===== config.mk =====
export PLATFORM = sky130hd
export DESIGN_NAME = qtue_div
export DESIGN_NICKNAME = d
export VERILOG_FILES = /design/src/sv/qtue_div.sv
export SDC_FILE = /design/constraint.sdc
export NUM_CORES = 1
export LEC_CHECK = 0
export BUFFER_PORTS_ARGS = -buffer_cell sky130_fd_sc_hd__buf_2
export CORE_MARGIN = 2
export CORE_UTILIZATION = 47
export DETAILED_ROUTE_END_ITERATION = 6
export PLACE_DENSITY = 0.68
export SLEW_MARGIN = 20
export SYNTH_ARGS = -nofsm -noshare
export SYNTH_HDL_FRONTEND = slang
export SYNTH_SLANG_ARGS = --single-unit

===== constraint.sdc =====
create_clock -name aclk -period 8.3 [get_ports aclk]
set_clock_uncertainty 0.2 [all_clocks]
set_input_delay 1.245 -clock aclk [delete_from_list [all_inputs] [get_ports aclk]]
set_output_delay 1.245 -clock aclk [all_outputs]
set_load 0.05 [all_outputs]

===== src/sv/qtue_div.sv =====
// serial restoring divider, one quotient bit a cycle, magnitudes
module qtue_div #(
    parameter int W = 64
) (
    input  logic         aclk,
    input  logic         aresetn,
    input  logic         start,
    input  logic [W-1:0] dividend,
    input  logic [W-1:0] divisor,
    output logic         busy,
    output logic [W-1:0] quotient,
    output logic [W-1:0] remainder
);
    localparam int CW = $clog2(W + 1);

    logic [W-1:0] q_reg, q_next;
    logic [W-1:0] r_reg, r_next;
    logic [W-1:0] d_reg, d_next;
    logic [CW-1:0] cnt_reg, cnt_next;
    logic          busy_reg, busy_next;
    logic [W:0]    trial;

    always_comb begin
        q_next    = q_reg;
        r_next    = r_reg;
        d_next    = d_reg;
        cnt_next  = cnt_reg;
        busy_next = busy_reg;
        trial     = {r_reg, q_reg[W-1]};
        if (start) begin
            q_next    = dividend;
            r_next    = '0;
            d_next    = divisor;
            cnt_next  = CW'(W);
            busy_next = 1'b1;
        end else if (busy_reg) begin
            if (trial >= {1'b0, d_reg}) begin
                r_next = W'(trial - {1'b0, d_reg});
                q_next = {q_reg[W-2:0], 1'b1};
            end else begin
                r_next = trial[W-1:0];
                q_next = {q_reg[W-2:0], 1'b0};
            end
            cnt_next = cnt_reg - 1'b1;
            if (cnt_reg == CW'(1)) begin
                busy_next = 1'b0;
            end
        end
    end

    always_ff @(posedge aclk) begin
        q_reg <= q_next;
        r_reg <= r_next;
        d_reg <= d_next;
        if (!aresetn) begin
            cnt_reg  <= '0;
            busy_reg <= 1'b0;
        end else begin
            cnt_reg  <= cnt_next;
            busy_reg <= busy_next;
        end
    end

    assign busy      = busy_reg;
    assign quotient  = q_reg;
    assign remainder = r_reg;
endmodule


==> impl_metrics.py <==
metrics = {
    "power_and_ir_drop": {
        "p_comb_share_pct": 30.8,
        "pwr-share-clk_pct": 29.9,
        "vdd_drop_max_uv": 154,
        "p_per_area_nw_per_um2": 222,
        "switchingPower_uw": 1200,
        "p_int_uw": 1910,
        "switching_share_pct": 38.6,
        "p_leak_uw": 0.00613,
        "seq_power_share_pct": 39.3,
    },
    "synth": {
        "synthFlopType": "edfxtp_1",
        "async_reset_ff_share_pct": 0,
        "synth_seq_cells": 200,
        "synth_area_per_cell_sq_um": 9.69,
        "yosysTopAreaCell": "edfxtp_1",
        "synth_top_cell_area_share_pct": 32.4,
        "synthCells": 1223,
        "synth_area_sq_um": 11900,
        "synth_mux_area_share_pct": 7.46,
        "synth_top_family_by_area": "compound AO/OA/AOI/OAI gates",
        "synth.distinct_cells": 69,
        "yosys.area_share.simple_pct": 12.6,
        "yosys-top-cells-area": "edfxtp_1 32%, dfxtp_1 12%, ha_1 7.0%, mux2_2 6.4%, a21oi_1 4.6%",
        "synth_compound_area_share_pct": 18.9,
        "synth_edf_count": 128,
        "synth-xor-area-share_pct": 4.14,
        "synthAdderAreaFrac_pct": 7.14,
        "yosys_warnings": 0,
        "postSynthNetCount": 1421,
        "yosysSeqAreaShare_pct": 44.6,
    },
    "drt": {
        "drtIter0Drc": 732,
        "viasPerCell": 5.55,
        "drc_errors": 0,
        "wl_met3_mm": 1.75,
        "dr.pass1.iters": 7,
        "top_layer": "met4",
        "wl_per_cell_um": 17.3,
        "drt-met1-wl_mm": 13.7,
        "vias": 9898,
        "wl_met2_mm": 14.6,
        "totalWireLength_mm": 30.9,
        "ant_nets": 0,
    },
    "floorplanning": {
        "start_util_pct": 47.5,
        "die-area_sq_um": 26500,
        "placementRows": 58,
        "ios": 260,
        "coreArea_sq_um": 25000,
        "die_y_um": 163,
        "die_w_um": 163,
    },
    "critical_path": {
        "reg2reg_depth": 13,
        "cp_data_arrival_time_ns": 4.21,
        "crit_path_start": "quotient[63]",
        "r2r_end": "remainder[56]",
        "critPathKind": "flip-flop to flip-flop",
        "end_kind": "flip-flop",
        "rr_startpoint": "quotient[63]",
        "critPathRequiredTime_ns": 8.43,
        "r2r_slack_ns": 4.22,
        "critPathLaunchType": "flip-flop",
        "cp-endpoint": "remainder[56]",
        "crit_fanout": 6,
    },
    "clocking": {
        "ctsResizeCount": 0,
        "post_cts_buffers": 0,
        "cts.root.buffer_cell": "clkbuf_16",
        "cts_tree": "yes",
        "cts_made_buffers": 17,
        "clock_latency_ns": 0.46,
        "clockBufferDepth": 2,
        "cts.sinks": 200,
        "h-tree-depth": 4,
        "ctsHoldBuffers": 0,
        "clk_pin_slew_ns": 0.09,
    },
    "sta": {
        "slew_violations": 0,
        "holdWs_ns": 0.304,
        "tightest_slew_ns": 1.08,
        "period_share_pct": 49.1,
        "setup_tns_ns": 0,
        "max_freq_mhz": 245,
        "max-slew-margin-rel_pct": 27.6,
        "finalSetupViolCount": 0,
        "rsz0062_at_grt": "no",
        "min_period_ns": 4.08,
        "hold_violations": 0,
    },
    "cells_and_area": {
        "layout_common_cells": "258 x buf_2, 128 x edfxtp_1, 124 x nor2_1, 108 x nand2_1, 108 x a21oi_1",
        "layout.nets": 1638,
        "final_common_cell": "buf_2",
        "drive_above_1_share_pct": 26.2,
        "area_growth_syn_to_layout_pct": 18.1,
        "fill_cells": 2284,
    },
    "flow_run": {
        "maxCapViolCount": 0,
    },
    "global_routing": {
        "overflow": 0,
        "grt_usage_pct": 23.6,
        "antenna_found_initial": 2,
        "grt_pass1_wl_mm": 49.7,
        "grt_pass1_vias": 9761,
        "grt_max_degree": 80,
    },
    "outcome": {
        "outcome": "finished clean",
    },
    "place": {
        "dp_hpwl_mm": 22.6,
        "portBuffers": 259,
        "routabilityCongestion": 0.883,
    },
    "worst_hold_path": {
        "hold_class": "flip-flop to flip-flop",
    },
}
==> critical path, stage by stage, from the launching register on <==
cell,delay [ns]
edfxtp_1,0.38
inv_1,0.06
ha_1,0.22
fa_1,0.39
nor2b_1,0.19
nor3_1,0.07
o21ai_0,0.51
a221oi_2,0.22
o21ai_1,0.39
a21oi_1,0.21
o21ai_1,0.52
a21oi_1,0.17
mux2i_1,0.14
o311a_1,0.29
==> synthesized netlist by cell type, types with 17 or more instances <==
| cell | n |
|---|---|
| dfxtp_1 | 72 |
| nand4_1 | 27 |
| clkbuf_1 | 50 |
| xor2_1 | 19 |
| a311oi_1 | 17 |
| nand2_1 | 108 |
| edfxtp_1 | 128 |
| a211oi_1 | 40 |
| o21ai_0 | 35 |
| a21oi_1 | 108 |
| xnor2_1 | 37 |
| nor2_1 | 124 |
| ha_1 | 66 |
| nor3_1 | 19 |
| a21o_1 | 28 |
| mux2_2 | 67 |
| inv_1 | 86 |
==> per-layer routing <==
layer  GRT usage, %  vias to the layer above
met1           30.9                     4673
li1               -                     4890
met3           4.99                       57
met4           8.29                        0
met2           38.6                      278
met5              0                        -
==> power groups by stage <==
stage,clock [uW],sequential [uW],combinational (uW)
2_1_floorplan,0,1450,520
3_3_place_gp,0,1240,946
3_5_place_dp,0,1250,951
4_1_cts,954,1220,957
5_1_grt,987,1240,1040
6_report,931,1220,957
==> logic make-up (layout without fill, tap and decap cells) <==
group	count (synthesis)	after routing
xor+xnor	56	56
simple gates	337	337
buf+inv	153	383
flops	200	200
fa+ha+maj	67	67
compound gates	330	330
other cells	0	2
mux	80	80
==> per-stage QoR <==
stage	total power [uW]	setup slack, ns	std cells	instance area [sq um]	util, %
floorplan	1960	4.67	1223	11900	-
global placement	2190	4.43	1751	13300	53.4
detailed placement	2200	4.34	1751	13300	53.4
CTS	3130	4.29	1783	14000	56.0
global route	3270	3.99	1785	14000	56.1
finish	3110	4.22	1785	14000	56.1
==> worst min path at each step <==
| stage | start | endpoint | slack (ns) | depth (start not counted) |
|---|---|---|---|---|
| after floorplan | cnt_reg[1] | cnt_reg[1] | 0.27 | 2 |
| after global placement | remainder[1] | remainder[1] | 0.28 | 2 |
| after detailed placement | cnt_reg[1] | cnt_reg[1] | 0.29 | 2 |
| after CTS | cnt_reg[1] | cnt_reg[1] | 0.30 | 2 |
| after global routing | remainder[47] | remainder[47] | 0.34 | 2 |
| final | cnt_reg[1] | cnt_reg[1] | 0.30 | 2 |
==> layout make-up <==
| cell class | count | area, sq um | share of cell area [%] |
|---|---|---|---|
| repair buffers | 264 | 1340 | 9.57 |
| flip-flops and latches | 200 | 5290 | 37.8 |
| multi-input cells | 870 | 5950 | 42.5 |
| diodes | 2 | 5.00 | 0.0358 |
| inverters | 87 | 327 | 2.33 |
| well taps | 330 | 413 | 2.95 |
| clock buffers | 17 | 425 | 3.04 |
| clock inverters | 15 | 244 | 1.74 |
(Power assumes the default switching activity.)
